<file path="src/hw/rtl/bcpu_pkg.sv">
`timescale 1ns / 1ps
// ----------------------------------------------------------------------------
// bcpu_pkg
// Shared types and constants for the byte CPU execute step: beat structs,
// opcodes, error codes, view selectors and ALU modes.
// ----------------------------------------------------------------------------
package bcpu_pkg;

  localparam int NUM_REGS  = 8;
  localparam int REG_W     = 8;
  localparam int RAM_DEPTH = 256;
  localparam int RAM_AW    = 8;
  localparam int PW_W      = 9;

  localparam logic [PW_W-1:0] PROG_WORDS_RESET = 9'd256;

  // register roles
  localparam logic [2:0] REG_IDX0     = 3'd0;
  localparam logic [2:0] REG_IDX1     = 3'd1;
  localparam logic [2:0] REG_SRC      = 3'd2;
  localparam logic [2:0] REG_FP       = 3'd3;
  localparam logic [2:0] REG_ALU_X    = 3'd4;
  localparam logic [2:0] REG_ALU_Y    = 3'd5;
  localparam logic [2:0] REG_ALU_MODE = 3'd6;
  localparam logic [2:0] REG_MONITOR  = 3'd7;

  // opcodes
  localparam logic [7:0] OP_HALT      = 8'd0;
  localparam logic [7:0] OP_LD        = 8'd1;
  localparam logic [7:0] OP_ST_VIEW   = 8'd2;
  localparam logic [7:0] OP_LI        = 8'd3;
  localparam logic [7:0] OP_STI       = 8'd4;
  localparam logic [7:0] OP_MOV_VIEW  = 8'd5;
  localparam logic [7:0] OP_JMP       = 8'd6;
  localparam logic [7:0] OP_JNZ       = 8'd7;
  localparam logic [7:0] OP_JR        = 8'd8;
  localparam logic [7:0] OP_LD_IDX    = 8'd9;
  localparam logic [7:0] OP_ST_IDX_VW = 8'd10;
  localparam logic [7:0] OP_ST_IDX_R2 = 8'd11;

  // error codes
  localparam logic [2:0] ERR_NONE   = 3'd0;
  localparam logic [2:0] ERR_OPCODE = 3'd1;
  localparam logic [2:0] ERR_WRITE  = 3'd2;
  localparam logic [2:0] ERR_READ   = 3'd3;
  localparam logic [2:0] ERR_ALU    = 3'd4;
  localparam logic [2:0] ERR_PTR    = 3'd5;

  // read views
  localparam logic [7:0] VIEW_FP  = 8'd0;
  localparam logic [7:0] VIEW_IDX = 8'd1;
  localparam logic [7:0] VIEW_ALU = 8'd2;

  // ALU modes
  localparam logic [7:0] ALU_ADD = 8'd0;
  localparam logic [7:0] ALU_GT  = 8'd1;
  localparam logic [7:0] ALU_EQ  = 8'd2;
  localparam logic [7:0] ALU_LT  = 8'd3;

  typedef struct packed {
    logic [7:0] kind;
    logic [7:0] operand_a;
    logic [7:0] operand_b;
  } in_beat_t;

  typedef struct packed {
    logic [7:0] next_pointer;
    logic       stopped;
    logic [2:0] error_code;
    logic       monitor_valid;
    logic [7:0] monitor_value;
  } out_beat_t;

  typedef logic [NUM_REGS-1:0][REG_W-1:0] reg_file_t;

  typedef struct packed {
    logic              reg_we;
    logic [2:0]        reg_sel;
    logic [REG_W-1:0]  reg_val;
    logic              ram_we;
    logic [RAM_AW-1:0] ram_addr;
    logic [REG_W-1:0]  ram_val;
    logic              ip_we;
    logic [7:0]        ip_nxt;
    logic              stop_set;
    logic [2:0]        err;
    logic              monitor_valid;
  } exec_upd_t;

endpackage

</file>
<file path="src/hw/rtl/bcpu_dmem.sv">
`timescale 1ns / 1ps
// ----------------------------------------------------------------------------
// bcpu_dmem
// 256 x 8 data RAM, one read and one write port, registered read data.
// Sweeps every entry to zero after reset, one entry per cycle.
// ----------------------------------------------------------------------------
module bcpu_dmem (
  input  logic                       clk,
  input  logic                       rst_n,
  input  logic [bcpu_pkg::RAM_AW-1:0] rd_addr,
  output logic [bcpu_pkg::REG_W-1:0]  rd_data,
  input  logic                       wr_en,
  input  logic [bcpu_pkg::RAM_AW-1:0] wr_addr,
  input  logic [bcpu_pkg::REG_W-1:0]  wr_data,
  output logic                       clearing
);
  import bcpu_pkg::*;

  logic [REG_W-1:0]  mem [RAM_DEPTH];
  logic [RAM_AW:0]   clr_cnt_r;
  logic [RAM_AW:0]   clr_cnt_nxt;
  logic [REG_W-1:0]  rd_data_r;
  logic              we;
  logic [RAM_AW-1:0] waddr;
  logic [REG_W-1:0]  wdata;

  assign clearing    = !clr_cnt_r[RAM_AW];
  assign clr_cnt_nxt = clr_cnt_r + {{RAM_AW{1'b0}}, 1'b1};

  always_ff @(posedge clk) begin
    if (!rst_n) begin
      clr_cnt_r <= '0;
    end else if (clearing) begin
      clr_cnt_r <= clr_cnt_nxt;
    end
  end

  always_comb begin
    we    = clearing ? 1'b1 : wr_en;
    waddr = clearing ? clr_cnt_r[RAM_AW-1:0] : wr_addr;
    wdata = clearing ? '0 : wr_data;
  end

  always_ff @(posedge clk) begin
    if (we) begin
      mem[waddr] <= wdata;
    end
    rd_data_r <= mem[rd_addr];
  end

  assign rd_data = rd_data_r;

endmodule

</file>
<file path="src/hw/rtl/bcpu_exec.sv">
`timescale 1ns / 1ps
// ----------------------------------------------------------------------------
// bcpu_exec
// Execute logic: decodes one instruction, evaluates read views and the ALU,
// and forms the register, RAM, pointer and stop updates.
// ----------------------------------------------------------------------------
module bcpu_exec (
  input  bcpu_pkg::in_beat_t          item,
  input  logic [bcpu_pkg::REG_W-1:0]  ram_rdata,
  input  bcpu_pkg::reg_file_t         regs,
  input  logic [7:0]                  ip,
  input  logic                        stopped,
  input  logic [bcpu_pkg::PW_W-1:0]   prog_words,
  output bcpu_pkg::exec_upd_t         upd
);
  import bcpu_pkg::*;

  logic [7:0]       vsel;
  logic [REG_W-1:0] vval;
  logic [2:0]       verr;
  logic [7:0]       wsel;
  logic [REG_W-1:0] wval;
  logic             do_w;
  logic             halt;
  logic [2:0]       err;
  logic [7:0]       idx;
  logic [REG_W-1:0] alu_x;
  logic [REG_W-1:0] alu_y;

  assign idx   = regs[REG_IDX0] + regs[REG_IDX1];
  assign alu_x = regs[REG_ALU_X];
  assign alu_y = regs[REG_ALU_Y];
  assign vsel  = (item.kind == OP_ST_VIEW) ? item.operand_b : item.operand_a;
  assign wsel  = (item.kind == OP_LD_IDX) ? item.operand_a : item.operand_b;

  always_comb begin
    vval = '0;
    verr = ERR_NONE;
    unique case (vsel)
      VIEW_FP:  vval = regs[REG_FP];
      VIEW_IDX: vval = idx;
      VIEW_ALU: begin
        unique case (regs[REG_ALU_MODE])
          ALU_ADD: vval = alu_x + alu_y;
          ALU_GT:  vval = {7'd0, alu_x > alu_y};
          ALU_EQ:  vval = {7'd0, alu_x == alu_y};
          ALU_LT:  vval = {7'd0, alu_x < alu_y};
          default: verr = ERR_ALU;
        endcase
      end
      default: verr = ERR_READ;
    endcase
  end

  always_comb begin
    upd          = '0;
    upd.ip_nxt   = ip + 8'd1;
    upd.reg_sel  = wsel[2:0];
    err          = ERR_NONE;
    halt         = 1'b0;
    do_w         = 1'b0;
    wval         = '0;
    if (!stopped) begin
      if ({1'b0, ip} >= prog_words) begin
        err = ERR_PTR;
      end else begin
        unique case (item.kind)
          OP_HALT: halt = 1'b1;
          OP_LD: begin
            do_w = 1'b1;
            wval = ram_rdata;
          end
          OP_ST_VIEW: begin
            if (verr != ERR_NONE) begin
              err = verr;
            end else begin
              upd.ram_we   = 1'b1;
              upd.ram_addr = item.operand_a;
              upd.ram_val  = vval;
            end
          end
          OP_LI: begin
            do_w = 1'b1;
            wval = item.operand_a;
          end
          OP_STI: begin
            upd.ram_we   = 1'b1;
            upd.ram_addr = item.operand_a;
            upd.ram_val  = item.operand_b;
          end
          OP_MOV_VIEW: begin
            if (verr != ERR_NONE) begin
              err = verr;
            end else begin
              do_w = 1'b1;
              wval = vval;
            end
          end
          OP_JMP: upd.ip_nxt = item.operand_a;
          OP_JNZ: begin
            if (regs[REG_IDX0] != '0) begin
              upd.ip_nxt = item.operand_a;
            end
          end
          OP_JR: upd.ip_nxt = regs[REG_IDX0];
          OP_LD_IDX: begin
            do_w = 1'b1;
            wval = ram_rdata;
          end
          OP_ST_IDX_VW: begin
            if (verr != ERR_NONE) begin
              err = verr;
            end else begin
              upd.ram_we   = 1'b1;
              upd.ram_addr = idx;
              upd.ram_val  = vval;
            end
          end
          OP_ST_IDX_R2: begin
            upd.ram_we   = 1'b1;
            upd.ram_addr = idx;
            upd.ram_val  = regs[REG_SRC];
          end
          default: err = ERR_OPCODE;
        endcase
        if (do_w) begin
          if (wsel[7:3] != '0) begin
            err = ERR_WRITE;
          end else begin
            upd.reg_we  = 1'b1;
            upd.reg_val = wval;
          end
        end
      end
      upd.err      = err;
      upd.stop_set = halt || (err != ERR_NONE);
      upd.ip_we    = !upd.stop_set;
      if (upd.stop_set) begin
        upd.reg_we = 1'b0;
        upd.ram_we = 1'b0;
      end
      upd.monitor_valid = upd.reg_we && (upd.reg_sel == REG_MONITOR);
    end
  end

endmodule

</file>
<file path="src/hw/rtl/byte_cpu_execute_step.sv">
`timescale 1ns / 1ps
// ----------------------------------------------------------------------------
// byte_cpu_execute_step
// Executes one fetched instruction of a tiny 8-bit machine per input beat
// and returns the next pointer, stop/error status and monitor writes.
// ----------------------------------------------------------------------------
// Flow: the beat is registered with its data RAM read, then executed into the
//   result register. One instruction is in flight between the data RAM read
//   and execute/write-back; in_ready stays low until it has executed.
// Reset: registers, pointer and stop state clear at once; the data RAM is
//   swept to zero one entry at a time, with in_ready low during the sweep.
// ----------------------------------------------------------------------------
module byte_cpu_execute_step (
  input  logic                        clk,
  input  logic                        rst_n,
  input  logic                        in_valid,
  output logic                        in_ready,
  input  bcpu_pkg::in_beat_t          in_data,
  output logic                        out_valid,
  input  logic                        out_ready,
  output bcpu_pkg::out_beat_t         out_data,
  input  logic                        cfg_we,
  input  logic [bcpu_pkg::PW_W-1:0]   cfg_wdata
);
  import bcpu_pkg::*;

  logic              clearing;
  logic              in_fire;
  logic              exec_fire;
  logic              s1_valid_r;
  in_beat_t          s1_item_r;
  logic [RAM_AW-1:0] s1_addr_r;
  logic [RAM_AW-1:0] acc_addr;
  logic [RAM_AW-1:0] rd_addr;
  logic [REG_W-1:0]  rd_data;
  reg_file_t         reg_file_r;
  logic [7:0]        ip_r;
  logic [7:0]        ip_nxt;
  logic              stop_r;
  logic              stop_nxt;
  logic [2:0]        err_r;
  logic [2:0]        err_nxt;
  logic [PW_W-1:0]   pw_r;
  logic              out_valid_r;
  out_beat_t         out_r;
  out_beat_t         out_nxt;
  exec_upd_t         upd;

  assign in_ready  = !clearing && !s1_valid_r;
  assign in_fire   = in_valid && in_ready;
  assign exec_fire = s1_valid_r && (!out_valid_r || out_ready);

  assign acc_addr = (in_data.kind == OP_LD_IDX) ?
                    (reg_file_r[REG_IDX0] + reg_file_r[REG_IDX1]) : in_data.operand_a;
  assign rd_addr  = s1_valid_r ? s1_addr_r : acc_addr;

  bcpu_dmem u_dmem (
    .clk      (clk),
    .rst_n    (rst_n),
    .rd_addr  (rd_addr),
    .rd_data  (rd_data),
    .wr_en    (exec_fire && upd.ram_we),
    .wr_addr  (upd.ram_addr),
    .wr_data  (upd.ram_val),
    .clearing (clearing)
  );

  bcpu_exec u_exec (
    .item       (s1_item_r),
    .ram_rdata  (rd_data),
    .regs       (reg_file_r),
    .ip         (ip_r),
    .stopped    (stop_r),
    .prog_words (pw_r),
    .upd        (upd)
  );

  always_comb begin
    ip_nxt   = upd.ip_we ? upd.ip_nxt : ip_r;
    stop_nxt = stop_r || upd.stop_set;
    err_nxt  = upd.stop_set ? upd.err : err_r;
    out_nxt.next_pointer  = ip_nxt;
    out_nxt.stopped       = stop_nxt;
    out_nxt.error_code    = err_nxt;
    out_nxt.monitor_valid = upd.monitor_valid;
    out_nxt.monitor_value = upd.monitor_valid ? upd.reg_val : '0;
  end

  always_ff @(posedge clk) begin
    if (!rst_n) begin
      pw_r <= PROG_WORDS_RESET;
    end else if (cfg_we) begin
      pw_r <= cfg_wdata;
    end
  end

  always_ff @(posedge clk) begin
    if (!rst_n) begin
      s1_valid_r <= 1'b0;
    end else if (in_fire) begin
      s1_valid_r <= 1'b1;
    end else if (exec_fire) begin
      s1_valid_r <= 1'b0;
    end
  end

  always_ff @(posedge clk) begin
    if (in_fire) begin
      s1_item_r <= in_data;
      s1_addr_r <= acc_addr;
    end
  end

  always_ff @(posedge clk) begin
    if (!rst_n) begin
      reg_file_r <= '0;
      ip_r       <= '0;
      stop_r     <= 1'b0;
      err_r      <= ERR_NONE;
    end else if (exec_fire) begin
      if (upd.reg_we) begin
        reg_file_r[upd.reg_sel] <= upd.reg_val;
      end
      ip_r   <= ip_nxt;
      stop_r <= stop_nxt;
      err_r  <= err_nxt;
    end
  end

  always_ff @(posedge clk) begin
    if (!rst_n) begin
      out_valid_r <= 1'b0;
    end else if (exec_fire) begin
      out_valid_r <= 1'b1;
    end else if (out_ready) begin
      out_valid_r <= 1'b0;
    end
  end

  always_ff @(posedge clk) begin
    if (exec_fire) begin
      out_r <= out_nxt;
    end
  end

  assign out_valid = out_valid_r;
  assign out_data  = out_r;

`ifndef SYNTHESIS
  a_stop_holds: assert property (@(posedge clk) disable iff (!rst_n)
    stop_r |=> stop_r && $stable(ip_r) && $stable(err_r))
    else $error("stopped state changed");

  a_accept_to_exec: assert property (@(posedge clk) disable iff (!rst_n)
    in_fire |=> s1_valid_r && !in_ready)
    else $error("accepted beat not held for execute");

  a_monitor_not_stopped: assert property (@(posedge clk) disable iff (!rst_n)
    out_valid_r && out_r.monitor_valid |-> !out_r.stopped)
    else $error("monitor write reported with stop");

  a_no_accept_clearing: assert property (@(posedge clk) disable iff (!rst_n)
    clearing |-> !s1_valid_r && !out_valid_r)
    else $error("work in flight during RAM clear");
`endif

endmodule
</file>
<file path="config.mk">
export PLATFORM = sky130hd
export DESIGN_NAME = byte_cpu_execute_step
export DESIGN_NICKNAME = d
export VERILOG_FILES = /design/src/hw/rtl/bcpu_pkg.sv /design/src/hw/rtl/bcpu_dmem.sv /design/src/hw/rtl/bcpu_exec.sv /design/src/hw/rtl/byte_cpu_execute_step.sv
export SDC_FILE = /design/constraint.sdc
export NUM_CORES = 2
export LEC_CHECK = 0
export ABC_AREA = 1
export ABC_CLOCK_PERIOD_IN_PS = 9850
export BUFFER_PORTS_ARGS = -buffer_cell sky130_fd_sc_hd__buf_2
export CAP_MARGIN = 10
export CORE_ASPECT_RATIO = 0.6
export CORE_UTILIZATION = 57
export DETAILED_ROUTE_END_ITERATION = 8
export HOLD_SLACK_MARGIN = 0.08
export PLACE_DENSITY = 0.75
export SLEW_MARGIN = 0
export SYNTH_ARGS = -nofsm -noshare
export SYNTH_HDL_FRONTEND = slang
export SYNTH_SLANG_ARGS = --single-unit
export TNS_END_PERCENT = 10
</file>
<file path="constraint.sdc">
create_clock -name clk -period 9.85 [get_ports clk]
set_clock_uncertainty 0.1 [all_clocks]
set_input_delay 0 -clock clk [delete_from_list [all_inputs] [get_ports clk]]
set_output_delay 0 -clock clk [all_outputs]
set_load 0.02 [all_outputs]
</file>
==> flow_summary_export.csv <==
group,metric,value,unit
clock_tree,root_buffer,"clkbuf_16",
cells_and_area,fin_nets,9702,
die,num_rows,116,
run_status,status,"finished, final reports clean",
cells_and_area,area_growth,9.83,%
yosys,synth_top_area_cell,"edfxtp_1",
yosys,yosysTopAreaCellShare,65.3,%
sta,final-setup-viol-count,0,
power,power.share.switching,22.3,%
placement,portBuffers,60,
route,wire_per_inst,23.1,um
sta,relSlewSlack,8.80,%
yosys,avgSynthCellArea,9.97,um^2
cells_and_area,fillerInstances,12875,
route,drtIter0Drc,12428,
power,power.switching,4.21,mW
setup_path,critPathRequiredTime,10.22,ns
route,vias,70475,
clock_tree,cts_setup_buffers,0,
route,wl,277000,um
global_routing,grt_pass1_wl,410000,um
setup_path,end_kind,"flip-flop",
setup_path,startpoint_type,"flip-flop",
power,internal_power,14.7,mW
sta,fmax,166,MHz
setup_path,path_class,"reg -> reg",
sta,min_period,6.02,ns
yosys,ys_ff_latch,2197,
global_routing,grt_remaining_overflow,0,
clock_tree,insertion_delay,0.88,ns
yosys,netlist-cell-type-count,42,
sta,tns,0,ns
sta,rsz0062_at_grt,"false",
sta,whs,0.124,ns
route,routed_via_density,5.86,
yosys,synth-seq-area-share,67.2,%
die,ioPinCount,61,
power,power_frac_clock,41.1,%
global_routing,first_global_vias,65052,
placement,dpl_cell_area,99000,um^2
clock_tree,clk_pin_slew,0.07,ns
sta,drv_slew,0,
die,fp.dieArea,171000,um^2
clock_tree,htreeDepth,4,
clock_tree,cts_buffers,194,
job,cap_violations,0,
global_routing,grt_usage,32.2,%
sta,setup_ws,3.83,ns
placement,place_congestion,0.997,
global_routing,grt_antenna_before_repair,8,
setup_path,cpMostUsedCell,"nand2_1",
yosys,syn_inst,9699,
die,die_w,534,um
cells_and_area,final_area,106000,um^2
power,leakagePower,45.2,nW
yosys,syn_nets,9771,
route,firstDrtPassIters,9,
die,fp.dieH,321,um
yosys,yosysWarnings,0,
power,p_total,18.9,mW
setup_path,critical-path-slowest-cell,"nor2_1",
sta,hold_viol,0,
power,p_comb_share,5.4,%
yosys,netlist_area,96700,um^2
die,core,168000,um^2
sta,fin_crit_sh,61.1,%
cells_and_area,drive_above_1_share,4.99,%
global_routing,grt_max_degree,217,
clock_tree,cts_tree,"done",
clock_tree,cts_sinks,2197,
setup_path,critPathArrivalTime,6.39,ns
die,start_util,57.7,%
setup_path,critPathMaxStageDelay,0.83,ns
worst_hold_path,hold_path.class,"in -> reg",
clock_tree,cts_hold_buf,88,
route,drc,0,
placement,pre_cts_slack,4.06,ns
sta,worst_pin_slew,1.36,ns
yosys,ys_top_cells_by_area,"edfxtp_1 (65%), nand2_1 (11%), nand3_1 (9.7%), inv_1 (6.2%), dfxtp_1 (2.0%)",
setup_path,cp_max_fo,16,
power,seq_power_share,53.5,%
power,p_per_area,178,nW/um^2
power,ir_drop,0.166,mV
placement,dp_hpwl,162000,um
clock_tree,cts_resized,0,
clock_tree,cts_buffer_depth,4,
route,antenna_left,0,
setup_path,crit_chain,"ha_1, a21oi_1, o21ai_0, nand2_1, o211ai_1, nor2_1, buf_4, nand2_1, inv_1, nand2_1, nor2_1, inv_2, o21ai_0, nand2_1, inv_1, nand2_1, nor2_1",
registers in the layout, indices dropped and copies added (netlist names):
name	cells
err_r	3
ip_r	8
out_data	21
out_valid	1
pw_r	9
reg_file_r	56
s1_addr_r	8
s1_item_r	24
s1_valid_r	1
stop_r	1
u_dmem.clr_cnt_r	9
u_dmem.mem	2048
u_dmem.rd_data	8
worst max-delay path, delay by kind of cell, from the launching register on:
| kind | cells | cell delay, ns |
|---|---|---|
| AO/OA/AOI/OAI | 4 | 0.86 |
| adder cells (fa/ha/maj) | 1 | 0.31 |
| buffers and inverters | 4 | 1.07 |
| flip-flops | 1 | 0.44 |
| AND/OR/NAND/NOR | 8 | 2.84 |
area by class of cell:
| cell class | instances | area (um^2) | share of cell area (%) |
|---|---|---|---|
| antenna | 2 | 5.00 | 0.00471 |
| clock buffer | 236 | 5100 | 4.81 |
| clock inverter | 109 | 1220 | 1.15 |
| tap | 2242 | 2810 | 2.64 |
| sequential | 2197 | 65000 | 61.2 |
| multi-input combinational | 5388 | 23900 | 22.5 |
| timing repair buffer | 237 | 2070 | 1.95 |
| inverter | 1612 | 6070 | 5.71 |
routing by layer:
metal | up-vias | part of all wire [%] | GRT usage (%)
met5 | - | 0.099 | 0.448
met4 | 10 | 2.9 | 9.29
met3 | 542 | 16 | 12.1
met2 | 5019 | 40 | 43.7
met1 | 33304 | 40 | 47.8
li1 | 31600 | - | -
logic make-up after synthesis:
| kind of cell | share of synthesized area, % |
|---|---|
| fa+ha+maj | 0.456 |
| buf+inv | 8.25 |
| simple gates | 22.2 |
| compound gates | 1.79 |
| flops | 67.2 |
| xor+xnor | 0.0906 |
cell usage after synthesis, drive strengths merged:
master	number
nor2	365
dfxtp	96
edfxtp	2101
nor4	2
o2bb2ai	3
xor2	7
a21oi	110
nand3	1871
o21a	1
ha	32
o21bai	2
clkinv	3
a31oi	9
or2	7
inv	1609
a211oi	1
a21o	3
and2	2
clkbuf	431
o21ai	102
o211ai	52
fa	2
a22oi	6
a221oi	4
o22ai	4
nor3	13
xnor2	3
nand3b	2
buf	71
nand2	2765
nand4	19
o31ai	1
power groups by stage:
stage	sequential (mW)	clock [mW]	combinational, mW
floorplan	10.3	0	0.597
CTS	10.1	7.77	0.967
detailed placement	10.3	0	0.934
global route	10.1	8.13	1.07
finish	10.1	7.77	1.02
global placement	10.3	0	0.922
placed cells by master (no fill, tap or decap), types with 32 or more instances in the layout:
| master | instances |
|---|---|
| nand3_1 | 1855 |
| clkbuf_16 | 195 |
| edfxtp_1 | 2101 |
| o211ai_1 | 52 |
| clkinv_1 | 33 |
| buf_4 | 71 |
| clkbuf_1 | 34 |
| a21oi_1 | 106 |
| o21ai_0 | 95 |
| inv_1 | 1603 |
| dfxtp_1 | 96 |
| dlygate4sd3_1 | 88 |
| buf_2 | 60 |
| nor2_1 | 357 |
| nand2_1 | 2757 |
| clkinv_2 | 37 |
| ha_1 | 32 |
through the flow:
stage	util (%)	cells
floorplan	-	9699
global placement	59.0	11588
detailed placement	59.0	11588
CTS	63.3	12021
global route	63.3	12021
finish	63.3	12023
worst paths after layout:
path / start / depth (start not counted) / end / slack [ns]
setup / recovery: ip_r[2]$_SDFFE_PN0P_ / 17 / u_dmem.mem[56][1]$_DFFE_PP_ / 3.83
hold reg to reg: reg_file_r[50]$_SDFFE_PN0P_ / 2 / reg_file_r[50]$_SDFFE_PN0P_ / 0.37
hold / removal: in_data[13] / 4 / s1_addr_r[5]$_DFFE_PP_ / 0.12
setup reg to reg: ip_r[2]$_SDFFE_PN0P_ / 17 / u_dmem.mem[56][1]$_DFFE_PP_ / 3.83
No activity file was read; power rests on OpenSTA's default activity.
